File: config.mk
export PLATFORM = sky130hd
export DESIGN_NAME = flux_stream_parser_top
export DESIGN_NICKNAME = d
export VERILOG_FILES = /design/src/hdl/fsp_pkg.sv /design/src/hdl/fsp_core.sv /design/src/hdl/fsp_out_stage.sv /design/src/hdl/flux_stream_parser_top.sv
export SDC_FILE = /design/constraint.sdc
export NUM_CORES = 1
export LEC_CHECK = 0
export BUFFER_PORTS_ARGS = -buffer_cell sky130_fd_sc_hd__buf_2
export CORE_MARGIN = 5
export CORE_UTILIZATION = 55
export CTS_BUF_LIST = sky130_fd_sc_hd__clkbuf_8
export CTS_CLUSTER_DIAMETER = 50
export DETAILED_ROUTE_END_ITERATION = 10
export PLACE_DENSITY = 0.77
export SYNTH_ARGS = -nofsm -noshare
export SYNTH_HDL_FRONTEND = slang
export SYNTH_SLANG_ARGS = --single-unit
File: constraint.sdc
create_clock -name clk -period 5.52 [get_ports clk]
set_input_delay 0.276 -clock clk [delete_from_list [all_inputs] [get_ports clk]]
set_output_delay 0.276 -clock clk [all_outputs]
set_load 0.03 [all_outputs]
File: src/hdl/fsp_pkg.sv
// Shared types and constants for the flux stream parser.
// Depends on nothing; imported by every module of the block.
`default_nettype none

package fsp_pkg;

  // Stream code bytes
  localparam logic [7:0] CODE_I2_MAX = 8'h07;  // highest two-byte interval code
  localparam logic [7:0] CODE_NOP1   = 8'h08;
  localparam logic [7:0] CODE_NOP2   = 8'h09;
  localparam logic [7:0] CODE_NOP3   = 8'h0A;
  localparam logic [7:0] CODE_OVF    = 8'h0B;
  localparam logic [7:0] CODE_V16    = 8'h0C;
  localparam logic [7:0] CODE_OOB    = 8'h0D;

  localparam logic [31:0] OVF_ADD = 32'h0001_0000;

  typedef enum logic [3:0] {
    PH_IDLE     = 4'd0,
    PH_I2_LO    = 4'd1,
    PH_SKIP1    = 4'd2,
    PH_SKIP2    = 4'd3,
    PH_V16_LO   = 4'd4,
    PH_V16_HI   = 4'd5,
    PH_OOB_TYPE = 4'd6,
    PH_OOB_LLO  = 4'd7,
    PH_OOB_LHI  = 4'd8,
    PH_OOB_DATA = 4'd9
  } phase_t;

  typedef enum logic [1:0] {
    KIND_FLUX     = 2'd0,
    KIND_OOB_HDR  = 2'd1,
    KIND_OOB_DATA = 2'd2
  } kind_t;

  typedef struct packed {
    kind_t       kind;
    logic [31:0] flux;
    logic [7:0]  oob_type;
    logic [15:0] oob_length;
    logic [7:0]  payload;
    logic [31:0] offset;
    logic        last;
  } result_t;

endpackage

`default_nettype wire

File: src/hdl/fsp_core.sv
// Parse state and single-pass decode of one stream byte per step.
// Depends on fsp_pkg for phase codes, code bytes and the result struct.
`default_nettype none

module fsp_core (
  input  wire logic            clk,
  input  wire logic            rst,
  input  wire logic            step,
  input  wire logic [7:0]      code,
  output logic                 res_valid,
  output fsp_pkg::result_t     res
);
  import fsp_pkg::*;

  phase_t      phase, phase_next;
  logic [31:0] interval_sum, interval_sum_next;
  logic [7:0]  block_type, block_type_next;
  logic [15:0] block_length, block_length_next;
  logic [15:0] bytes_remaining, bytes_remaining_next;
  logic [31:0] byte_position, byte_position_next;
  logic [31:0] event_start, event_start_next;

  logic [31:0] addend;
  logic [31:0] sum_added;
  logic [15:0] hdr_length;
  logic [15:0] rem_dec;

  // Pick the one value this byte adds to the running interval.
  always_comb begin
    addend = '0;
    unique case (phase)
      PH_I2_LO, PH_V16_LO: addend = {24'd0, code};
      PH_V16_HI:           addend = {16'd0, code, 8'd0};
      PH_SKIP1, PH_SKIP2, PH_OOB_TYPE, PH_OOB_LLO, PH_OOB_LHI, PH_OOB_DATA:
        addend = '0;
      default: begin
        priority if (code <= CODE_I2_MAX) addend = {16'd0, code, 8'd0};
        else if (code == CODE_OVF)         addend = OVF_ADD;
        else if (code == CODE_NOP1 || code == CODE_NOP2 || code == CODE_NOP3 ||
                 code == CODE_V16 || code == CODE_OOB)
          addend = '0;
        else                               addend = {24'd0, code};
      end
    endcase
  end

  assign sum_added          = interval_sum + addend;
  assign byte_position_next = byte_position + 32'd1;
  assign hdr_length         = {code, block_length[7:0]};
  assign rem_dec            = bytes_remaining - 16'd1;

  always_comb begin
    phase_next           = phase;
    interval_sum_next    = sum_added;
    block_type_next      = block_type;
    block_length_next    = block_length;
    bytes_remaining_next = bytes_remaining;
    event_start_next     = event_start;
    res_valid            = 1'b0;
    res.kind             = KIND_FLUX;
    res.flux             = sum_added;
    res.oob_type         = '0;
    res.oob_length       = '0;
    res.payload          = '0;
    res.offset           = event_start;
    res.last             = 1'b1;
    unique case (phase)
      PH_I2_LO, PH_V16_HI: begin
        res_valid         = 1'b1;
        phase_next        = PH_IDLE;
        interval_sum_next = '0;
        event_start_next  = byte_position_next;
      end
      PH_SKIP1:   phase_next = PH_IDLE;
      PH_SKIP2:   phase_next = PH_SKIP1;
      PH_V16_LO:  phase_next = PH_V16_HI;
      PH_OOB_TYPE: begin
        block_type_next = code;
        phase_next      = PH_OOB_LLO;
      end
      PH_OOB_LLO: begin
        block_length_next = {8'd0, code};
        phase_next        = PH_OOB_LHI;
      end
      PH_OOB_LHI: begin
        block_length_next    = hdr_length;
        bytes_remaining_next = hdr_length;
        res_valid            = 1'b1;
        res.kind             = KIND_OOB_HDR;
        res.flux             = interval_sum;
        res.oob_type         = block_type;
        res.oob_length       = hdr_length;
        res.last             = (hdr_length == 16'd0);
        if (hdr_length == 16'd0) begin
          phase_next        = PH_IDLE;
          interval_sum_next = '0;
          event_start_next  = byte_position_next;
        end else begin
          phase_next = PH_OOB_DATA;
        end
      end
      PH_OOB_DATA: begin
        bytes_remaining_next = rem_dec;
        res_valid            = 1'b1;
        res.kind             = KIND_OOB_DATA;
        res.flux             = interval_sum;
        res.oob_type         = block_type;
        res.oob_length       = block_length;
        res.payload          = code;
        res.last             = (rem_dec == 16'd0);
        if (rem_dec == 16'd0) begin
          phase_next        = PH_IDLE;
          interval_sum_next = '0;
          event_start_next  = byte_position_next;
        end
      end
      default: begin
        // idle, and any phase code outside the defined set
        priority if (code <= CODE_I2_MAX) phase_next = PH_I2_LO;
        else if (code == CODE_NOP1)        phase_next = PH_IDLE;
        else if (code == CODE_NOP2)        phase_next = PH_SKIP1;
        else if (code == CODE_NOP3)        phase_next = PH_SKIP2;
        else if (code == CODE_OVF)         phase_next = PH_IDLE;
        else if (code == CODE_V16)         phase_next = PH_V16_LO;
        else if (code == CODE_OOB)         phase_next = PH_OOB_TYPE;
        else begin
          res_valid         = 1'b1;
          phase_next        = PH_IDLE;
          interval_sum_next = '0;
          event_start_next  = byte_position_next;
        end
      end
    endcase
  end

  always_ff @(posedge clk) begin
    if (rst) begin
      phase           <= PH_IDLE;
      interval_sum    <= '0;
      block_type      <= '0;
      block_length    <= '0;
      bytes_remaining <= '0;
      byte_position   <= '0;
      event_start     <= '0;
    end else if (step) begin
      phase           <= phase_next;
      interval_sum    <= interval_sum_next;
      block_type      <= block_type_next;
      block_length    <= block_length_next;
      bytes_remaining <= bytes_remaining_next;
      byte_position   <= byte_position_next;
      event_start     <= event_start_next;
    end
  end

  a_flux_is_last: assert property (@(posedge clk) disable iff (rst)
    (res_valid && res.kind == KIND_FLUX) |-> res.last)
    else $error("flux result without last mark");

  a_pos_advance: assert property (@(posedge clk) disable iff (rst)
    step |=> byte_position == $past(byte_position) + 32'd1)
    else $error("byte position did not advance by one");

  a_pos_hold: assert property (@(posedge clk) disable iff (rst)
    !step |=> $stable(byte_position) && $stable(phase))
    else $error("parse state moved without a step");

  a_event_close: assert property (@(posedge clk) disable iff (rst)
    (step && res_valid && res.last) |=>
      (event_start == byte_position) && (interval_sum == 32'd0) && (phase == PH_IDLE))
    else $error("event did not close cleanly");

endmodule

`default_nettype wire

File: src/hdl/fsp_out_stage.sv
// Result register of the flux stream parser; holds a result while the sink stalls.
// Depends on fsp_pkg for the result struct.
`default_nettype none

module fsp_out_stage (
  input  wire logic             clk,
  input  wire logic             rst,
  input  wire logic             load,
  input  wire fsp_pkg::result_t load_res,
  input  wire logic             stall,
  output logic                  valid,
  output logic                  free,
  output fsp_pkg::result_t      res
);
  import fsp_pkg::*;

  // Free when empty or when the held transaction leaves this cycle.
  assign free = !valid || !stall;

  always_ff @(posedge clk) begin
    if (rst) begin
      valid <= 1'b0;
    end else if (load) begin
      valid <= 1'b1;
    end else if (!stall) begin
      valid <= 1'b0;
    end
  end

  always_ff @(posedge clk) begin
    if (load) begin
      res <= load_res;
    end
  end

  a_hold_when_stalled: assert property (@(posedge clk) disable iff (rst)
    (valid && stall) |=> valid && $stable(res))
    else $error("stalled result changed");

  a_load_only_free: assert property (@(posedge clk) disable iff (rst)
    load |-> free)
    else $error("result loaded over a waiting transaction");

  a_load_sets_valid: assert property (@(posedge clk) disable iff (rst)
    load |=> valid)
    else $error("loaded result not presented");

endmodule

`default_nettype wire

File: src/hdl/flux_stream_parser_top.sv
// Top level of the flux stream parser: input register, parse core, result register.
// Depends on fsp_pkg, fsp_core and fsp_out_stage.
//
// Usage:
//   Input channel (stream_valid / stream_stall / stream_byte) carries one raw
//   flux stream byte per transaction. Output channel (event_valid /
//   event_stall and the event fields) carries flux events, out-of-band block
//   headers and out-of-band payload bytes, each with a last mark on the final
//   transaction of its event.
//   Throughput: one stream byte per clock while the input channel is not
//   stalled. A byte goes into the input register, is decoded by the core in
//   the following cycle and, if it completes something, lands in the result
//   register, from which it is presented.
//   Bytes that produce no result (code bytes, skipped bytes, type bytes, low length bytes)
//   pass through the core without using the output channel.
//   While the sink stalls, the result register holds its transaction; the
//   held input byte waits only if it would produce a result, and the input
//   channel stalls only when that held byte cannot move.
//   Reset clears the parse state, byte position and event start to zero and
//   empties both registers. An unfinished event at the end of a stream
//   simply never produces its result.
`default_nettype none

module flux_stream_parser_top (
  input  wire logic        clk,
  input  wire logic        rst,
  input  wire logic        stream_valid,
  output logic             stream_stall,
  input  wire logic [7:0]  stream_byte,
  output logic             event_valid,
  input  wire logic        event_stall,
  output logic [1:0]       event_kind,
  output logic [31:0]      flux_value,
  output logic [7:0]       oob_type,
  output logic [15:0]      oob_length,
  output logic [7:0]       payload_byte,
  output logic [31:0]      event_offset,
  output logic             last
);
  import fsp_pkg::*;

  logic    hold_valid;
  logic [7:0] hold_byte;
  logic    core_res_valid;
  result_t core_res;
  logic    out_free;
  logic    advance;
  result_t out_res;

  // Advance the held byte unless it needs the result register and that is busy.
  assign advance      = hold_valid && (!core_res_valid || out_free);
  assign stream_stall = hold_valid && !advance;

  always_ff @(posedge clk) begin
    if (rst) begin
      hold_valid <= 1'b0;
    end else if (!stream_stall) begin
      hold_valid <= stream_valid;
    end
  end

  always_ff @(posedge clk) begin
    if (!stream_stall && stream_valid) begin
      hold_byte <= stream_byte;
    end
  end

  fsp_core u_core (
    .clk       (clk),
    .rst       (rst),
    .step      (advance),
    .code      (hold_byte),
    .res_valid (core_res_valid),
    .res       (core_res)
  );

  fsp_out_stage u_out (
    .clk      (clk),
    .rst      (rst),
    .load     (advance && core_res_valid),
    .load_res (core_res),
    .stall    (event_stall),
    .valid    (event_valid),
    .free     (out_free),
    .res      (out_res)
  );

  assign event_kind   = out_res.kind;
  assign flux_value   = out_res.flux;
  assign oob_type     = out_res.oob_type;
  assign oob_length   = out_res.oob_length;
  assign payload_byte = out_res.payload;
  assign event_offset = out_res.offset;
  assign last         = out_res.last;

  a_stall_only_held: assert property (@(posedge clk) disable iff (rst)
    stream_stall |-> hold_valid && core_res_valid && event_valid)
    else $error("input stalled without a blocked result");

  a_held_byte_stays: assert property (@(posedge clk) disable iff (rst)
    stream_stall |=> hold_valid && $stable(hold_byte))
    else $error("held stream byte lost while stalled");

  a_kind_defined: assert property (@(posedge clk) disable iff (rst)
    event_valid |-> (event_kind == KIND_FLUX || event_kind == KIND_OOB_HDR ||
                     event_kind == KIND_OOB_DATA))
    else $error("undefined event kind presented");

endmodule

`default_nettype wire
==> impl_metrics.ini <==
[timing]
setup_tns_ns = 0
setup_viol = 0
finalCritPeriodShare_pct = 88.9
slew_headroom_pct = 25.7
worstMarginPinSlew_ns = 1.11
hold_viol = 0
max_freq_mhz = 204
final.min_clock_period_ns = 4.91
holdWs_ns = 0.213
rsz0062_at_grt = no
skew_ns = 0.0196
maxSlewViolCount = 0

[clocking]
cts_buffers = 40
cts.sinks = 249
insertion_delay_ns = 0.55
clk_pin_slew_worst_paths_ns = 0.06
htree_levels = 2
clk_path_buf_depth = 3
cts_resized = 0
cts_root_buffer = clkbuf_8
cts_tree = built

[synthesis]
synth_warnings = 0
synthFlopType = dfxtp_1
synthArstFlopShare_pct = 0
syn_area_um2 = 11900
avgSynthCellArea_um2 = 9.56
synthDistinctLibCells = 66
synth_area_leaders = edfxtp_1, dfxtp_1, nor2_1
syn_nets = 1273
yosys.area.top_type_share_pct = 27.1
synth_edf_count = 107
yosys.area.top_type = edfxtp_1
syn-instance-count = 1240
ys_ff_latch = 249
yosysSeqAreaShare_pct = 51.1

[worst_setup_path]
path_max_fanout = 14
r2r-start = hold_byte[1]
critPathKind = flop to flop
cp_num_buf_inv = 2
start_kind = flop
reg2reg_slack_ns = 0.61
reg2reg_depth = 17
crit_family = compound AO/OA/AOI/OAI gates
crit_start = hold_byte[1]
cpMaxStageDelayCell = edfxtp_1
cpPeakStageDelay_ns = 0.59
arrival_ns = 5.19
worstPathCellList = and3_1, nand2b_1, o21ai_0, a211oi_1, and2_1, ha_1, inv_1, fa_1, nand2b_1, a21oi_1, o21a_1, a31oi_1, o31ai_1, buf_4, a31oi_1, or3_1, xnor2_1
cp-end-kind = flop
cp.required_ns = 5.81
r2r_end = u_out.res[91]

[routing]
via_per_inst = 5.70
wl_per_cell_um = 16.5
route.vias.total = 9363
wirelength_mm = 27.1
drc = 0
drtAntennaViolNets = 0
first_pass_iters = 5
drtIter0Drc = 683

[floorplan]
fp.coreArea_um2 = 21200
io_pins = 113
initial_core_util_pct = 56.1
die_h_um = 157
die_w_um = 157
rows = 53
die_area_um2 = 24600

[power_and_ir_drop]
p_comb_share_pct = 9.2
cellPowerDensity_nw_per_um2 = 301
internal_power_mw = 3.03
clock_power_share_pct = 41.0
seq_power_share_pct = 49.9
p_leak_nw = 5.11
ir_drop_mv = 0.177
p_sw_mw = 1.04
switching_share_pct = 25.5

[layout]
fin_cells = 1643
area_delta_synth_final_pct = 13.8
fin_nets = 1370
fillCellCount = 1743
seqCellArea_um2 = 6060
antennaDiodeCount = 0
multi_input_area_um2 = 5390
final_area_um2 = 13500
drive_gt1_share_pct = 17.1

[placed_design]
dpl.cell_count = 1561
dpl_cell_area_um2 = 12600
hpwl_mm = 17.6
place_congestion = 0.935
io_buffers = 112

[global_routing]
grt_pass1_vias = 8711
grt_start_max_net_pins = 93
track_usage_pct = 21.8
globalRoute.totalOverflow = 0
grt_pass1_wl_mm = 44.0
antenna_found_initial = 0

[worst_hold_path]
whs_path_depth = 3
hp-start = event_stall
min_to = u_out.valid
holdCritPathClass = input pin to flop

[flow_run]
max_cap_violations = 0

[status]
outcome = finished clean
==> sequential cells by signal (all words and copies together) (netlist names) <==
register	cells
u_core.byte_position	32
hold_valid	1
u_core.event_start	32
u_out.res	99
u_core.block_type	8
hold_byte	8
u_core.interval_sum	32
u_core.block_length	16
u_core.bytes_remaining	16
u_core.phase	4
u_out.valid	1
==> power groups by stage <==
stage	logic, mW	clock network [mW]	registers, mW
after floorplan	0.211	0	2.13
after global placement	0.362	0	2.06
after detailed placement	0.367	0	2.07
after CTS	0.374	1.70	2.03
after global routing	0.406	1.79	2.03
final	0.373	1.67	2.03
==> cell usage in the layout, fill, tap and decap left out, types with 20 or more instances in the layout <==
cell type / n
a211oi_2: 32
a21oi_1: 81
and2_1: 28
and3_1: 24
buf_2: 111
clkbuf_8: 47
dfxtp_1: 142
edfxtp_1: 107
ha_1: 20
inv_1: 29
nand2_1: 113
nand3_1: 42
nor2_1: 166
nor3_1: 30
o21ai_0: 57
or3_1: 24
xnor2_1: 32
xor2_1: 51
==> how the worst max path moves through the flow <==
stage                                        end  slack [ns]  cells past startpoint
after floorplan           u_core.event_start[10]        0.51                     11
after global placement             u_out.res[91]        0.83                     17
after detailed placement           u_out.res[91]        0.66                     17
after CTS                          u_out.res[91]        0.62                     17
after global routing               u_out.res[89]        0.10                     17
final                              u_out.res[91]        0.61                     17
==> cells in the mapped netlist (3+ instances only) <==
cell type  instances
a211oi_1          10
a211oi_2          31
a21o_1             9
a21oi_1           81
a22oi_1           15
a311oi_1           3
a31oi_1           12
and2_1            30
and3_1            24
buf_2              7
buf_4              5
buf_6              3
clkbuf_1          64
dfxtp_1          142
edfxtp_1         107
ha_1              20
inv_1             23
mux2i_1           17
nand2_1          113
nand2b_1           9
nand3_1           42
nand4_1           16
nor2_1           166
nor2b_1           16
nor3_1            30
nor4_1            11
o211ai_1           7
o21a_1             4
o21ai_0           57
o22ai_1            5
o31ai_1            7
or2_2              3
or3_1             24
or4_1              9
xnor2_1           32
xor2_1            51
==> routing by layer <==
| metal | vias up | wire [µm] | share of wire, % | global-route usage (%) |
|---|---|---|---|---|
| li1 | 4615 | - | - | - |
| met1 | 4388 | 12000 | 44 | 30.1 |
| met2 | 314 | 12700 | 47 | 35.5 |
| met3 | 46 | 1840 | 6.8 | 3.93 |
| met4 | 0 | 556 | 2.1 | 6.36 |
| met5 | - | 0 | 0 | 0 |
==> stage by stage <==
stage               total power [mW]  utilization (%)  worst slack, ns
floorplan                       2.34                -            0.513
global placement                2.43             59.3            0.832
detailed placement              2.43             59.3            0.662
CTS                             4.10             63.8            0.622
global route                    4.23             63.8            0.105
finish                          4.07             63.8            0.614
==> tightest hold or removal path: stages <==
cell and delay, ns:
buf_2 0.07, nand2_1 0.18, a21oi_1 0.18
==> what timing repair did <==
item                      CTS  global route
hold endpoints to repair    9             0
setup buffers               0             0
hold buffers                9             0
==> cell families after synthesis <==
family                     synth area share, %
AOI/OAI and AO/OA                         14.8
buffers and inverters                     3.71
xor gates and xnor gates                  6.13
muxes                                     1.62
DFF                                       51.1
and+or+nand+nor                           20.4
adders and majority gates                 2.28
==> layout make-up <==
| type | count | share of cell area (%) |
|---|---|---|
| Clock buffer | 47 | 4.79 |
| Clock inverter | 26 | 1.53 |
| Inverter | 23 | 0.640 |
| Multi-Input combinational cell | 887 | 40.0 |
| Sequential cell | 249 | 44.9 |
| Tap cell | 275 | 2.55 |
| Timing Repair Buffer | 136 | 5.67 |
Power figures use the tool's default switching activity.
